<file path="src/rlfs_pkg.sv">
// Shared constants for the RGB linear fade stepper: fixed-point widths,
// command codes and level limits. No dependencies.
package rlfs_pkg;

    localparam int FRAC_BITS = 16;
    localparam int VAL_W     = 8;
    localparam int CNT_W     = 16;
    localparam int CMD_W     = 2;
    localparam int LEVEL_W   = VAL_W + FRAC_BITS;
    localparam int DIV_CNT_W = $clog2(LEVEL_W + 1);

    localparam logic [CMD_W-1:0] CMD_STEP  = 2'd0;
    localparam logic [CMD_W-1:0] CMD_SET   = 2'd1;
    localparam logic [CMD_W-1:0] CMD_RESET = 2'd2;

    localparam logic [LEVEL_W-1:0] LEVEL_FULL = {{VAL_W{1'b1}}, {FRAC_BITS{1'b0}}};

endpackage

</file>
<file path="src/rlfs_div.sv">
// Bit-serial restoring divider for one channel: one quotient bit per cycle.
// Depends on rlfs_pkg.
module rlfs_div (
    input  logic                          i_clk,
    input  logic                          i_rst_n,
    input  logic                          i_start,
    input  logic [rlfs_pkg::LEVEL_W-1:0]  i_dividend,
    input  logic [rlfs_pkg::CNT_W-1:0]    i_divisor,
    output logic                          o_done,
    output logic [rlfs_pkg::LEVEL_W-1:0]  o_quotient
);

    logic [rlfs_pkg::LEVEL_W-1:0]   r_q;
    logic [rlfs_pkg::CNT_W-1:0]     r_rem;
    logic [rlfs_pkg::CNT_W-1:0]     r_div;
    logic [rlfs_pkg::DIV_CNT_W-1:0] r_cnt;
    logic                           r_busy;
    logic                           r_done;
    logic [rlfs_pkg::CNT_W:0]       trial;
    logic                           fits;

    // shift the next dividend bit into the partial remainder and try a subtract
    always_comb begin
        trial = {r_rem, r_q[rlfs_pkg::LEVEL_W-1]} - {1'b0, r_div};
        fits  = ~trial[rlfs_pkg::CNT_W] | r_rem[rlfs_pkg::CNT_W-1];
    end

    always_ff @(posedge i_clk) begin
        if (!i_rst_n) begin
            r_busy <= 1'b0;
            r_done <= 1'b0;
            r_cnt  <= '0;
        end else begin
            r_done <= r_busy && !i_start && (r_cnt == rlfs_pkg::DIV_CNT_W'(1));
            if (i_start) begin
                r_busy <= 1'b1;
                r_cnt  <= rlfs_pkg::DIV_CNT_W'(rlfs_pkg::LEVEL_W);
            end else if (r_busy) begin
                r_cnt <= r_cnt - 1'b1;
                if (r_cnt == rlfs_pkg::DIV_CNT_W'(1)) begin
                    r_busy <= 1'b0;
                end
            end
        end
    end

    always_ff @(posedge i_clk) begin
        if (i_start) begin
            r_q   <= i_dividend;
            r_rem <= '0;
            r_div <= i_divisor;
        end else if (r_busy) begin
            r_q <= {r_q[rlfs_pkg::LEVEL_W-2:0], fits};
            if (fits) begin
                r_rem <= trial[rlfs_pkg::CNT_W-1:0];
            end else begin
                r_rem <= {r_rem[rlfs_pkg::CNT_W-2:0], r_q[rlfs_pkg::LEVEL_W-1]};
            end
        end
    end

    assign o_done     = r_done;
    assign o_quotient = r_q;

endmodule

</file>
<file path="src/rgb_linear_fade_stepper.sv">
// Top level of the RGB linear fade stepper: command sequencer, level and
// previous-target registers, output register. Depends on rlfs_pkg, rlfs_div.
// A step that moves levels runs the three bit-serial dividers (ST_DIV) before
// the result state ST_FIN; other requests go straight from ST_IDLE to ST_FIN.
// One request at a time: o_in_ready is high only in ST_IDLE.
// A new request is taken while an earlier result waits in the output register.
// Reset (synchronous, active low) sets levels to 255.0 and previous targets to 0.
module rgb_linear_fade_stepper (
    input  logic                          i_clk,
    input  logic                          i_rst_n,
    input  logic                          i_in_valid,
    output logic                          o_in_ready,
    input  logic [rlfs_pkg::CMD_W-1:0]    i_command,
    input  logic [rlfs_pkg::VAL_W-1:0]    i_red_value,
    input  logic [rlfs_pkg::VAL_W-1:0]    i_green_value,
    input  logic [rlfs_pkg::VAL_W-1:0]    i_blue_value,
    input  logic [rlfs_pkg::CNT_W-1:0]    i_step_count,
    output logic                          o_out_valid,
    input  logic                          i_out_ready,
    output logic [rlfs_pkg::VAL_W-1:0]    o_red_level,
    output logic [rlfs_pkg::VAL_W-1:0]    o_green_level,
    output logic [rlfs_pkg::VAL_W-1:0]    o_blue_level,
    output logic                          o_arrived
);

    localparam logic [1:0] ST_IDLE = 2'd0;
    localparam logic [1:0] ST_DIV  = 2'd1;
    localparam logic [1:0] ST_FIN  = 2'd2;

    localparam int LW = rlfs_pkg::LEVEL_W;
    localparam int VW = rlfs_pkg::VAL_W;
    localparam int FB = rlfs_pkg::FRAC_BITS;

    logic [1:0]                  r_state;
    logic [rlfs_pkg::CMD_W-1:0]  r_cmd;
    logic                        r_arr;
    logic [LW-1:0]               r_level [3];
    logic [VW-1:0]               r_prev  [3];
    logic [VW-1:0]               r_val   [3];
    logic [2:0]                  r_neg;
    logic                        r_out_valid;
    logic [VW-1:0]               r_out_level [3];
    logic                        r_out_arrived;

    logic [VW-1:0]               in_val   [3];
    logic [LW-1:0]               dividend [3];
    logic [LW-1:0]               quotient [3];
    logic [LW-1:0]               n_level  [3];
    logic [2:0]                  div_done;
    logic [2:0]                  at_target;
    logic [rlfs_pkg::CNT_W-1:0]  count_eff;
    logic                        accept;
    logic                        div_start;
    logic                        fin_go;

    function automatic logic [LW-1:0] step_level(input logic [LW-1:0] cur,
                                                 input logic [LW-1:0] tgt,
                                                 input logic [LW-1:0] q,
                                                 input logic          neg);
        logic signed [LW+1:0] c;
        logic signed [LW+1:0] t;
        logic signed [LW+1:0] n;
        logic                 snap;
        logic [LW-1:0]        res;
        c = signed'({2'b00, cur});
        t = signed'({2'b00, tgt});
        n = neg ? (c + signed'({2'b00, q})) : (c - signed'({2'b00, q}));
        snap = ((n < t) && (c > t)) || ((n > t) && (c < t)) || (c == t);
        if (snap) begin
            res = tgt;
        end else if (n < 0) begin
            res = '0;
        end else if (n > signed'({2'b00, rlfs_pkg::LEVEL_FULL})) begin
            res = rlfs_pkg::LEVEL_FULL;
        end else begin
            res = n[LW-1:0];
        end
        return res;
    endfunction

    assign in_val[0] = i_red_value;
    assign in_val[1] = i_green_value;
    assign in_val[2] = i_blue_value;

    assign o_in_ready = (r_state == ST_IDLE);
    assign accept     = i_in_valid && o_in_ready;
    assign count_eff  = (i_step_count == '0) ? rlfs_pkg::CNT_W'(1) : i_step_count;
    assign div_start  = accept && (i_command == rlfs_pkg::CMD_STEP) && !(&at_target);
    assign fin_go     = (r_state == ST_FIN) && (!r_out_valid || i_out_ready);

    for (genvar g = 0; g < 3; g++) begin : g_chan
        logic [VW-1:0] absdiff;
        assign at_target[g] = (r_level[g] == {in_val[g], {FB{1'b0}}});
        assign absdiff      = (r_prev[g] >= in_val[g]) ? (r_prev[g] - in_val[g])
                                                       : (in_val[g] - r_prev[g]);
        assign dividend[g]  = {absdiff, {FB{1'b0}}};

        rlfs_div u_div (
            .i_clk      (i_clk),
            .i_rst_n    (i_rst_n),
            .i_start    (div_start),
            .i_dividend (dividend[g]),
            .i_divisor  (count_eff),
            .o_done     (div_done[g]),
            .o_quotient (quotient[g])
        );

        always_comb begin
            case (r_cmd)
                rlfs_pkg::CMD_STEP: begin
                    n_level[g] = r_arr ? r_level[g]
                               : step_level(r_level[g], {r_val[g], {FB{1'b0}}},
                                            quotient[g], r_neg[g]);
                end
                rlfs_pkg::CMD_SET:   n_level[g] = {r_val[g], {FB{1'b0}}};
                rlfs_pkg::CMD_RESET: n_level[g] = rlfs_pkg::LEVEL_FULL;
                default:             n_level[g] = r_level[g];
            endcase
        end
    end

    always_ff @(posedge i_clk) begin
        if (!i_rst_n) begin
            r_state     <= ST_IDLE;
            r_out_valid <= 1'b0;
            for (int i = 0; i < 3; i++) begin
                r_level[i] <= rlfs_pkg::LEVEL_FULL;
                r_prev[i]  <= '0;
            end
        end else begin
            if (o_out_valid && i_out_ready && !fin_go) begin
                r_out_valid <= 1'b0;
            end
            case (r_state)
                ST_IDLE: begin
                    if (accept) begin
                        r_state <= div_start ? ST_DIV : ST_FIN;
                    end
                end
                ST_DIV: begin
                    if (&div_done) begin
                        r_state <= ST_FIN;
                    end
                end
                ST_FIN: begin
                    // commit only when the output register can take the result
                    if (fin_go) begin
                        r_state     <= ST_IDLE;
                        r_out_valid <= 1'b1;
                        for (int i = 0; i < 3; i++) begin
                            r_level[i] <= n_level[i];
                            if (r_cmd == rlfs_pkg::CMD_STEP && r_arr) begin
                                r_prev[i] <= r_val[i];
                            end else if (r_cmd == rlfs_pkg::CMD_RESET) begin
                                r_prev[i] <= '0;
                            end
                        end
                    end
                end
                default: r_state <= ST_IDLE;
            endcase
        end
    end

    // request payload and result payload
    always_ff @(posedge i_clk) begin
        if (accept) begin
            r_cmd <= i_command;
            r_arr <= (i_command == rlfs_pkg::CMD_STEP) && (&at_target);
            for (int i = 0; i < 3; i++) begin
                r_val[i] <= in_val[i];
                r_neg[i] <= (r_prev[i] < in_val[i]);
            end
        end
        if (fin_go) begin
            r_out_arrived <= (r_cmd == rlfs_pkg::CMD_STEP) && r_arr;
            for (int i = 0; i < 3; i++) begin
                r_out_level[i] <= n_level[i][LW-1:FB];
            end
        end
    end

    assign o_out_valid   = r_out_valid;
    assign o_red_level   = r_out_level[0];
    assign o_green_level = r_out_level[1];
    assign o_blue_level  = r_out_level[2];
    assign o_arrived     = r_out_arrived;

endmodule

</file>
<file path="config.mk">
export PLATFORM = sky130hd
export DESIGN_NAME = rgb_linear_fade_stepper
export DESIGN_NICKNAME = d
export VERILOG_FILES = /design/src/rlfs_pkg.sv /design/src/rlfs_div.sv /design/src/rgb_linear_fade_stepper.sv
export SDC_FILE = /design/constraint.sdc
export NUM_CORES = 1
export LEC_CHECK = 0
export BUFFER_PORTS_ARGS = -buffer_cell sky130_fd_sc_hd__buf_4
export CORE_ASPECT_RATIO = 1.25
export CORE_MARGIN = 2
export CORE_UTILIZATION = 58
export DETAILED_ROUTE_END_ITERATION = 8
export MAX_ROUTING_LAYER = met4
export PLACE_DENSITY = 0.78
export SLEW_MARGIN = 20
export SYNTH_ARGS = -nofsm -noshare
export SYNTH_HDL_FRONTEND = slang
export SYNTH_SLANG_ARGS = --single-unit
</file>
<file path="constraint.sdc">
create_clock -name i_clk -period 5.25 [get_ports i_clk]
set_input_delay 0 -clock i_clk [delete_from_list [all_inputs] [get_ports i_clk]]
set_output_delay 0 -clock i_clk [all_outputs]
set_load 0.05 [all_outputs]
</file>
* After elaboration in Yosys (flattened, before gate mapping) *
Memories as Yosys holds them, arrays and structs flattened.
Cells that the tools add are included.

storage, ports and cells
  flip-flop bits (word level) = 167
  bits in latches = 0
  RAM bits = 144
  memory bits (read-only) = 0
  bits of input ports = 46
  output and inout bits = 27
  logic and storage cells = 229
  memories = 4

memories
  name         depth  bits a word  rd ports  clocked after memory_dff  write ports  line                           text
  r_level      3      24           3         0                         3            rgb_linear_fade_stepper.sv:37  logic [LW-1:0] r_level [3];
  r_out_level  3      8            3         0                         3            rgb_linear_fade_stepper.sv:42  logic [VW-1:0] r_out_level [3];
  r_prev       3      8            3         0                         3            rgb_linear_fade_stepper.sv:38  logic [VW-1:0] r_prev [3];
  r_val        3      8            3         0                         3            rgb_linear_fade_stepper.sv:39  logic [VW-1:0] r_val [3];

cells by class
  $add $sub $neg = 18
  multiply operators = 0
  div/mod/pow operators = 0
  magnitude comparators = 24
  eq/ne operators = 16
  shifts and indexed selects = 0
  muxes and demuxes = 81
  bitwise gates (word level) = 16
  reductions and logical operators = 42

operators with widths
  kind                                                                                number
  24-bit two-way mux                                                                  21
  24-bit case mux with 3 select lines                                                 3
  24-bit equality test                                                                6
  26-bit by 25-bit greater-than comparator with 1-bit output                          3
  26-bit by 25-bit greater-than comparator with 1-bit output (second input constant)  3
  26-bit by 1-bit < comparator with 1-bit output (second input constant)              3
  26-bit by 25-bit < comparator with 1-bit output                                     3
  26-bit two-way mux                                                                  3
  24-bit by 24-bit adder with 25-bit output                                           3
  24-bit by 24-bit subtractor with 25-bit output                                      3
  24-bit greater-than comparator                                                      3
  24-bit < comparator                                                                 3
  8-bit two-way mux                                                                   9
  17-bit by 16-bit subtractor with 17-bit output                                      3
  16-bit two-way mux                                                                  3
  8-bit subtractor                                                                    6
  1-bit two-way mux                                                                   31
  5-bit two-way mux                                                                   6
  8-bit greater-or-equal comparator                                                   3
  8-bit < comparator                                                                  3
  1-bit logical AND                                                                   20
  16-bit zero test                                                                    1
  5-bit by 1-bit equality test with 1-bit output (second input constant)              3
  5-bit by 1-bit subtractor with 5-bit output (second input constant)                 3
  14 further kinds                                                                    49

* Depth between registers and ports, before layout *
Gate-level depths: netlist of the first run.
An unclocked memory read counts as a cell.

  depth in word-level cells = 11
  gate-level depth with buffers = 26
  mapped depth without buffers = 24

* Modules after synthesis *
Synthesis of the first run repeated with hierarchy kept, for this count alone.

unflattened totals
  cell total of the unflattened synthesis = 3,324
  area, all modules = 29,437.0 µm²

modules (own cells, without submodules)
  module                           times used  cells an instance  area an instance (µm²)  seq. area each (µm²)
  rgb_linear_fade_stepper          1           2,388              19,145.9                4,514.3
  rlfs_div at g_chan[0].u_div ...  2           327                3,480.8                 1,661.6
  rlfs_div at g_chan[2].u_div      1           282                3,329.4                 1,661.6

* Worst setup path before layout of the first run *
No wires, ideal clock.

  path type = flip-flop to flip-flop
  start = register, netlist name r_cmd[0]
  end = memory r_level[0][0] (netlist name), enable pin
  setup time = 520 ps
  data arrival time = 4,523 ps
  required time = 4,730 ps
  setup slack = 207 ps
  cell stages (with the launch flop) = 7
  path buffers = 1
  period minus slack after synthesis = 5,043 ps
  cells stage by stage = edfxtp_1 inv_1 ha_1 clkbuf_1 nand2_1 o21ai_0 o21ai_0

RTL lines
  element        line
  end, declared  rgb_linear_fade_stepper.sv:37

==> impl_metrics.sql, run 1 <==
INSERT INTO impl_metrics (metric_group, metric, value, unit) VALUES
('timing', 'hold_viol_final', '0', ''),
('timing', 'finalCritPeriodShare', '98.7', '%'),
('global_route', 'grt_start_max_net_pins', '74', ''),
('clock_network', 'htreeDepth', '2', ''),
('global_route', 'grt_usage', '35.4', '%'),
('logic_synthesis', 'synth_seq_cells', '311', ''),
('finish', 'most_frequent_standard_cell_in_the_layout_excluding_fill_and_tap_cells', 'nor2_1', ''),
('route', 'postRouteWirelength', '85.4', 'mm'),
('floorplan', 'fp.dieArea', '48700', 'um2'),
('route', 'number_of_detailed_routing_iterations_run_before_antenna_repair', '6', ''),
('finish', 'final_cells', '4017', ''),
('floorplan', 'floorplan.rows', '88', ''),
('setup_path', 'worst_setup_path_end_kind', 'register', ''),
('global_route', 'first_pass_grt_wire_length', '133', 'mm'),
('logic_synthesis', 'synth_async_sr_flop_share', '0', '%'),
('timing', 'achievable-frequency', '0.193', 'GHz'),
('timing', 'worst_pin_slew', '1.08', 'ns'),
('clock_network', 'clock_tree_from_tritoncts', 'done', ''),
('logic_synthesis', 'postSynthCellCount', '3217', ''),
('setup_path', 'timing.critical_path.required', '5.56', 'ns'),
('status', 'status', 'complete, no violations', ''),
('pwr', 'p_sw', '4.96', 'mW'),
('floorplan', 'initial_core_utilization', '58.9', '%'),
('finish', 'drive_gt1_share', '14.6', '%'),
('pwr', 'leakage', '13.0', 'nW'),
('timing', 'finalWorstPathRequiredPeriod', '5.18', 'ns'),
('pwr', 'worst_ir_drop_on_vdd', '330', 'uV'),
('route', 'drc_errors', '0', ''),
('logic_synthesis', 'synth_warnings', '0', ''),
('timing', 'number_of_failing_setup_endpoints_in_the_final_timing_report', '0', ''),
('logic_synthesis', 'yosys_most_used_dff', 'edfxtp_1', ''),
('run', 'maxCapViolCount', '0', ''),
('clock_network', 'clk_pin_slew_worst_paths', '0.07', 'ns'),
('route', 'route.detailed.vias_per_inst', '6.43', ''),
('global_route', 'antenna_found_initial', '5', ''),
('clock_network', 'insertion_delay_to_the_later_sink_of_the_worst_skew_pair', '0.60', 'ns'),
('route', 'ant_nets', '0', ''),
('logic_synthesis', 'post_synth_instance_area', '27200', 'um2'),
('floorplan', 'die-width', '198', 'um'),
('floorplan', 'floorplan.io_pins', '73', ''),
('place', 'gpl.final_weighted_congestion', '1.02', ''),
('pwr', 'intPower', '7.14', 'mW'),
('place', 'port-buffer-count', '72', ''),
('logic_synthesis', 'synth_cell_type_count', '105', ''),
('hold_path', 'min_path_type', 'input port to register', ''),
('setup_path', 'worst-path-max-fanout', '6', ''),
('place', 'dp.cells', '3884', ''),
('pwr', 'share_comb_of_total_power', '49.3', '%'),
('route', 'routedWlPerCell', '21.3', 'um'),
('route', 'detail_route.iter0.violations', '1948', ''),
('clock_network', 'max-clock-path-buffers', '3', ''),
('setup_path', 'crit_arrival', '5.50', 'ns'),
('timing', 'slew_viol_final', '0', ''),
('timing', 'grt_setup_unrepaired', 'true', ''),
('finish', 'num-fill-cells', '3662', ''),
('timing', 'post-route-worst-setup-slack', '0.0663', 'ns'),
('setup_path', 'critPathKind', 'register to register', ''),
('clock_network', 'clockRootBuffer', 'clkbuf_16', ''),
('pwr', 'power_frac_seq', '28.2', '%'),
('timing', 'worst_relative_slew_slack', '27.5', '%'),
('global_route', 'overflow', '0', ''),
('setup_path', 'r2r_setup_slack', '0.07', 'ns'),
('finish', 'layout.cells.most_common_list', 'nor2_1 (284), ha_1 (282), inv_1 (277), buf_4 (258), a21oi_1 (229)', ''),
('logic_synthesis', 'post_synthesis_net_count', '3573', ''),
('logic_synthesis', 'synth-edff-count', '183', ''),
('clock_network', 'clkSinkCount', '311', ''),
('logic_synthesis', 'ys_seq_area_share', '29.6', '%'),
('logic_synthesis', 'synth_area_per_cell', '8.46', 'um2'),
('finish', 'finalNetCount', '3758', ''),
('setup_path', 'worstSetupStartpointType', 'register', ''),
('pwr', 'power_switching_share', '41.0', '%'),
('finish', 'area.growth.synth_to_final', '16.6', '%'),
('pwr', 'clock_power_share', '22.5', '%'),
('floorplan', 'core_ar', '46200', 'um2'),
('route', 'dr_total_vias', '25800', ''),
('global_route', 'first_global_vias', '25600', ''),
('timing', 'fin_worst_skew', '0.0249', 'ns'),
('place', 'pre_cts_slack', '-0.481', 'ns'),
('clock_network', 'cts-buffers-inserted', '35', ''),
('pwr', 'p_per_area', '381', 'nW/um2'),
('floorplan', 'chipHeight', '246', 'um'),
('place', 'dpl.hpwl', '64.5', 'mm');
[critical path, cell delays in order, from the launching register on]
cell	delay, ns
edfxtp_1	0.46
ha_2	0.42
buf_4	0.16
nor2b_1	0.09
a211oi_1	0.27
a31o_2	0.22
nand2_1	0.11
a211o_1	0.33
a31oi_2	0.25
xnor2_1	0.14
ha_1	0.35
nand4_1	0.18
a21oi_2	0.17
a2111oi_2	0.07
o21a_1	0.20
a21boi_2	0.16
a311oi_2	0.32
mux2_4	0.35
o21ai_4	0.08
buf_12	0.14
buf_6	0.11
a22oi_1	0.07
a21oi_2	0.20
o21ai_1	0.09
[sequential cells by signal, summed over array words and instances (netlist names), 2 cells and up]
signal / count
g_chan.u_div.o_done: 3
g_chan.u_div.o_quotient: 72
g_chan.u_div.r_busy: 3
g_chan.u_div.r_cnt: 15
g_chan.u_div.r_div: 16
g_chan.u_div.r_rem: 48
r_cmd: 2
r_level: 72
r_neg: 3
r_out_level: 24
r_prev: 24
r_state: 2
r_val: 24
[metal layers]
layer	global-route usage [%]	share of wire, %	vias to the layer above
met3	5.43	6.8	326
met1	40.0	38	12300
met4	18.4	5.7	0
met5	-	0	-
li1	-	-	12100
met2	60.4	49	1086
[worst paths after layout]
check / to / cells past startpoint / start
max reg2reg: r_level[0][21]$_SDFFCE_PN1P_ / 23 / r_level[0][7]$_SDFFCE_PN0P_
min reg2reg: g_chan[2].u_div.r_rem[1]$_SDFFE_PP0P_ / 2 / g_chan[2].u_div.r_rem[1]$_SDFFE_PP0P_
min: g_chan[2].u_div.r_div[15]$_SDFFCE_PN0P_ / 2 / i_step_count[15]
max: r_level[0][21]$_SDFFCE_PN1P_ / 23 / r_level[0][7]$_SDFFCE_PN0P_
[synthesized netlist by cell type, drive strengths merged (17+ instances only)]
| cell | number | area [um2] |
|---|---|---|
| dfxtp | 128 | 2560 |
| inv | 282 | 1060 |
| a211oi | 53 | 428 |
| or4 | 20 | 154 |
| nand2b | 48 | 300 |
| nor4 | 70 | 450 |
| nand3 | 74 | 375 |
| a21oi | 245 | 1230 |
| o211ai | 43 | 333 |
| edfxtp | 183 | 5500 |
| nor2 | 287 | 1080 |
| o21ai | 221 | 1110 |
| o21a | 50 | 375 |
| nand2 | 137 | 514 |
| xor2 | 28 | 245 |
| nand4 | 43 | 269 |
| and3 | 30 | 188 |
| nor3 | 118 | 626 |
| clkbuf | 123 | 462 |
| and2 | 27 | 171 |
| o31ai | 25 | 193 |
| a31oi | 42 | 293 |
| ha | 295 | 3690 |
| a21boi | 21 | 161 |
| buf | 41 | 211 |
| a21o | 38 | 285 |
| mux2 | 17 | 191 |
| nor2b | 54 | 338 |
| xnor2 | 103 | 917 |
| or3 | 26 | 163 |
| mux2i | 106 | 1060 |
[final cells by class]
cell class	instances	area, um2	area share, %
diodes	5	12.5	0.0394
clock buffers	48	1060	3.34
clock inverters	14	221	0.698
inverters	282	1060	3.34
multi-input cells	2460	18100	56.9
flip-flops and latches	311	8060	25.4
well taps	585	732	2.31
repair buffers	312	2520	7.95
[stage by stage]
step                cell area (um2)  util [%]  setup TNS (ns)  total power, mW  hold slack (ns)
floorplan                     27200         -               0             7.33           0.0989
global placement              29200      63.2           -6.24             8.79            0.190
detailed placement            29200      63.2          -12.91             8.97            0.191
CTS                           31100      67.3               0             11.8            0.110
global route                  31700      68.6           -1.59             12.8            0.124
finish                        31700      68.6               0             12.1            0.136
[power groups by stage]
stage | clock (mW) | combinational [mW] | sequential (mW)
finish | 2.72 | 5.97 | 3.41
global placement | 0 | 5.37 | 3.41
floorplan | 0 | 3.91 | 3.42
CTS | 2.76 | 5.65 | 3.39
detailed placement | 0 | 5.54 | 3.44
global route | 2.85 | 6.53 | 3.45
[what timing repair did]
action,CTS,global route
pin swaps,7,45
resized for setup,24,99
hold endpoints to repair,56,0
setup endpoints to repair,58,94
setup buffers,3,17
hold buffers,46,0
[cell families (layout without fill, tap and decap cells)]
logic type | count (synthesis) | after routing | share of synthesized area, %
AOI/OAI and AO/OA | 909 | 909 | 22.0
other | 0 | 5 | 0
adders and majority gates | 310 | 310 | 14.7
xor gates and xnor gates | 131 | 131 | 4.27
muxes | 123 | 123 | 4.60
DFF | 311 | 311 | 29.6
and+or+nand+nor | 987 | 987 | 18.6
buffers and inverters | 446 | 656 | 6.36
Note: power is estimated with default switching activity, not from simulation.
==> run 2: changes to the inputs <==
--- a/config.mk
+++ b/config.mk
@@ -6,12 +6,14 @@
 export NUM_CORES = 1
 export LEC_CHECK = 0
 export BUFFER_PORTS_ARGS = -buffer_cell sky130_fd_sc_hd__buf_4
+export CELL_PAD_IN_SITES_DETAIL_PLACEMENT = 1
+export CELL_PAD_IN_SITES_GLOBAL_PLACEMENT = 2
 export CORE_ASPECT_RATIO = 1.25
 export CORE_MARGIN = 2
-export CORE_UTILIZATION = 58
+export CORE_UTILIZATION = 36
 export DETAILED_ROUTE_END_ITERATION = 8
 export MAX_ROUTING_LAYER = met4
-export PLACE_DENSITY = 0.78
+export PLACE_DENSITY_LB_ADDON = 0.1
 export SLEW_MARGIN = 20
 export SYNTH_ARGS = -nofsm -noshare
 export SYNTH_HDL_FRONTEND = slang
==> impl_metrics.sql, run 2 (synthesized netlist as in run 1, its figures left out) <==
INSERT INTO impl_metrics (metric_group, metric, value, unit) VALUES
('status', 'status', 'finished with violations', ''),
('status', 'failed_checks', 'setup timing', ''),
('setup_path', 'worst_setup_path_end_kind', 'register', ''),
('timing', 'worst_relative_slew_slack', '8.72', '%'),
('route', 'ant_nets', '0', ''),
('setup_path', 'r2r_setup_slack', '-0.04', 'ns'),
('setup_path', 'critPathKind', 'register to register', ''),
('floorplan', 'chipHeight', '311', 'um'),
('timing', 'finalWorstPathRequiredPeriod', '5.29', 'ns'),
('place', 'dp.cells', '4386', ''),
('setup_path', 'timing.critical_path.slowest_cell_delay', '0.43', 'ns'),
('clock_network', 'clkSinkCount', '311', ''),
('timing', 'hold_viol_final', '0', ''),
('timing', 'setup_total_negative_slack', '-0.0362', 'ns'),
('setup_path', 'r2r-end', 'r_level[0][15]$_SDFFCE_PN0P_', ''),
('finish', 'num-fill-cells', '8696', ''),
('timing', 'grt_setup_unrepaired', 'true', ''),
('setup_path', 'worst-path-max-fanout', '8', ''),
('finish', 'area.growth.synth_to_final', '25.2', '%'),
('clock_network', 'clock_tree_from_tritoncts', 'done', ''),
('global_route', 'first_global_vias', '27500', ''),
('route', 'routedWlPerCell', '23.0', 'um'),
('floorplan', 'floorplan.rows', '112', ''),
('finish', 'drive_gt1_share', '20.0', '%'),
('setup_path', 'cp_slowest_cell', 'a2111o_1', ''),
('place', 'port-buffer-count', '72', ''),
('pwr', 'p_per_area', '380', 'nW/um2'),
('setup_path', 'worstPathBufferInverterCount', '3', ''),
('place', 'dpl.hpwl', '80.7', 'mm'),
('floorplan', 'fp.dieArea', '77900', 'um2'),
('floorplan', 'core_ar', '74800', 'um2'),
('timing', 'achievable-frequency', '0.189', 'GHz'),
('setup_path', 'timing.critical_path.required', '5.62', 'ns'),
('timing', 'number_of_failing_setup_endpoints_in_the_final_timing_report', '1', ''),
('setup_path', 'worstRegToRegCells', '24', ''),
('floorplan', 'initial_core_utilization', '36.4', '%'),
('place', 'gpl.final_weighted_congestion', '0.906', ''),
('setup_path', 'worstSetupStartpointType', 'register', ''),
('pwr', 'worst_ir_drop_on_vdd', '255', 'uV'),
('finish', 'layout.cells.most_common_list', 'buf_4 (380), nor2_1 (282), ha_1 (276), inv_1 (275), a21oi_1 (225)', ''),
('setup_path', 'crit_path_cell_trace', 'buf_6 -> ha_4 -> fa_2 -> nor2b_4 -> o211ai_2 -> a21oi_4 -> a2111o_1 -> a31oi_1 -> buf_4 -> o31a_1 -> nor3_2 -> ha_1 -> nand4_1 -> a21oi_2 -> a2111oi_4 -> o21a_1 -> a21boi_4 -> a311oi_4 -> nand4_1 -> o21ai_4 -> and2_4 -> o211ai_4 -> buf_12 -> a211oi_2', ''),
('hold_path', 'min_delay_path_depth', '2', ''),
('route', 'dr_total_vias', '25900', ''),
('clock_network', 'htreeDepth', '2', ''),
('global_route', 'first_pass_grt_wire_length', '158', 'mm'),
('route', 'number_of_detailed_routing_iterations_run_before_antenna_repair', '6', ''),
('clock_network', 'clockRootBuffer', 'clkbuf_16', ''),
('clock_network', 'cts-buffers-inserted', '40', ''),
('route', 'drc_errors', '0', ''),
('setup_path', 'worst_r2r_startpoint', 'r_level[0][0]$_SDFFCE_PN0P_', ''),
('pwr', 'p_sw', '5.43', 'mW'),
('setup_path', 'path_common_cell', 'nand4_1', ''),
('hold_path', 'holdPathEnd', 'g_chan[2].u_div.r_div[13]$_SDFFCE_PN0P_', ''),
('pwr', 'clock_power_share', '21.3', '%'),
('route', 'postRouteWirelength', '105', 'mm'),
('timing', 'fin_worst_skew', '0.0183', 'ns'),
('route', 'route.detailed.vias_per_inst', '5.69', ''),
('timing', 'slew_viol_final', '0', ''),
('pwr', 'intPower', '7.51', 'mW'),
('global_route', 'overflow', '0', ''),
('pwr', 'share_comb_of_total_power', '52.5', '%'),
('finish', 'finalNetCount', '3905', ''),
('pwr', 'power_switching_share', '42.0', '%'),
('finish', 'most_frequent_standard_cell_in_the_layout_excluding_fill_and_tap_cells', 'buf_4', ''),
('pwr', 'power_frac_seq', '26.2', '%'),
('clock_network', 'clk_pin_slew_worst_paths', '0.06', 'ns'),
('timing', 'post-route-worst-setup-slack', '-0.0362', 'ns'),
('finish', 'final_cells', '4556', ''),
('pwr', 'report.power.total', '12.9', 'mW'),
('clock_network', 'insertion_delay_to_the_later_sink_of_the_worst_skew_pair', '0.59', 'ns'),
('finish', 'multi_input_area', '18700', 'um2'),
('global_route', 'grt_start_max_net_pins', '65', ''),
('floorplan', 'die-width', '250', 'um'),
('hold_path', 'hp-start', 'i_step_count[13]', ''),
('global_route', 'grt_usage', '26.5', '%'),
('timing', 'finalCritPeriodShare', '101', '%'),
('setup_path', 'cp_top_family', 'compound AO/OA/AOI/OAI gates', ''),
('floorplan', 'floorplan.io_pins', '73', ''),
('timing', 'worst_pin_slew', '1.37', 'ns'),
('route', 'detail_route.iter0.violations', '1177', ''),
('setup_path', 'crit_arrival', '5.66', 'ns'),
('finish', 'regArea', '8060', 'um2'),
('hold_path', 'min_path_type', 'input port to register', ''),
('clock_network', 'max-clock-path-buffers', '3', ''),
('pwr', 'leakage', '13.9', 'nW'),
('global_route', 'antenna_found_initial', '6', ''),
('run', 'maxCapViolCount', '0', ''),
('setup_path', 'critical_path_cell_count', '24', '');
run 2: cell types whose count changed in the layout (fill, tap and decap cells not counted), sizes merged:
cell	change
inv	-2
diode	+1
clkinvlp	-1
buf	+140
bufinv	-3
clkinv	+6
dlygate4sd3	-1
clkbuf	+15
run 2: through the flow:
stage          setup slack, ns  hold slack [ns]  area (um2)  util [%]
2_1_floorplan            0.207           0.0989       27200         -
3_3_place_gp            -0.310            0.192       30600      40.9
3_5_place_dp            -0.378            0.195       30600      40.9
4_1_cts              0.0000115            0.117       32700      43.7
5_1_grt                 -0.219            0.136       34100      45.6
6_report               -0.0362            0.165       34100      45.6
run 2: what timing repair did:
item	in CTS	in global routing
setup endpoints to repair	81	96
buffers inserted	9	38
gates resized for setup	59	201
cloned	1	2
hold endpoints to repair	56	0
pin swaps	25	113
hold buffers	45	0
run 2: layer usage:
metal	global-route usage (%)	vias up	wire (um)
met1	31.2	12900	44400
met5	-	-	0
met3	2.99	170	3570
li1	-	12400	-
met4	9.25	0	3790
met2	46.6	441	53000
run 2: cell type report:
| class | count | share of cell area, % |
|---|---|---|
| Clock buffer | 60 | 3.45 |
| Timing Repair Buffer | 454 | 10.9 |
| Antenna cell | 6 | 0.0440 |
| Inverter | 282 | 3.11 |
| Sequential cell | 311 | 23.6 |
| Clock inverter | 14 | 0.327 |
| Tap cell | 969 | 3.56 |
| Multi-Input combinational cell | 2460 | 54.9 |
run 2: worst reg2reg max path, cell delays in order, from the launching register on:
cell	delay (ns)
edfxtp_1	0.40
buf_6	0.14
ha_4	0.16
fa_2	0.35
nor2b_4	0.14
o211ai_2	0.23
a21oi_4	0.10
a2111o_1	0.43
a31oi_1	0.20
buf_4	0.17
o31a_1	0.15
nor3_2	0.06
ha_1	0.29
nand4_1	0.15
a21oi_2	0.24
a2111oi_4	0.06
o21a_1	0.22
a21boi_4	0.16
a311oi_4	0.26
nand4_1	0.20
o21ai_4	0.27
and2_4	0.20
o211ai_4	0.13
buf_12	0.19
a211oi_2	0.19
run 2: how the worst max path moves through the flow:
stage                     slack [ns]                         start                            to
after floorplan                 0.21            r_cmd[0]$_DFFE_PP_   r_level[0][0]$_SDFFCE_PN0P_
after global placement         -0.31  r_level[0][24]$_SDFFCE_PN0P_  r_out_level[0][15]$_DFFE_PP_
after detailed placement       -0.38  r_level[0][24]$_SDFFCE_PN0P_  r_out_level[0][15]$_DFFE_PP_
after CTS                    0.00001   r_level[0][0]$_SDFFCE_PN0P_  r_level[0][15]$_SDFFCE_PN0P_
after global routing           -0.22   r_level[0][0]$_SDFFCE_PN0P_  r_level[0][15]$_SDFFCE_PN0P_
final                          -0.04   r_level[0][0]$_SDFFCE_PN0P_  r_level[0][15]$_SDFFCE_PN0P_
run 2: power by group through the flow:
stage | combinational [mW] | clock (mW) | sequential (mW)
after global placement | 5.88 | 0 | 3.42
after floorplan | 3.91 | 0 | 3.42
after detailed placement | 6.04 | 0 | 3.43
final | 6.79 | 2.75 | 3.39
after global routing | 7.43 | 2.91 | 3.44
after CTS | 6.25 | 2.84 | 3.39
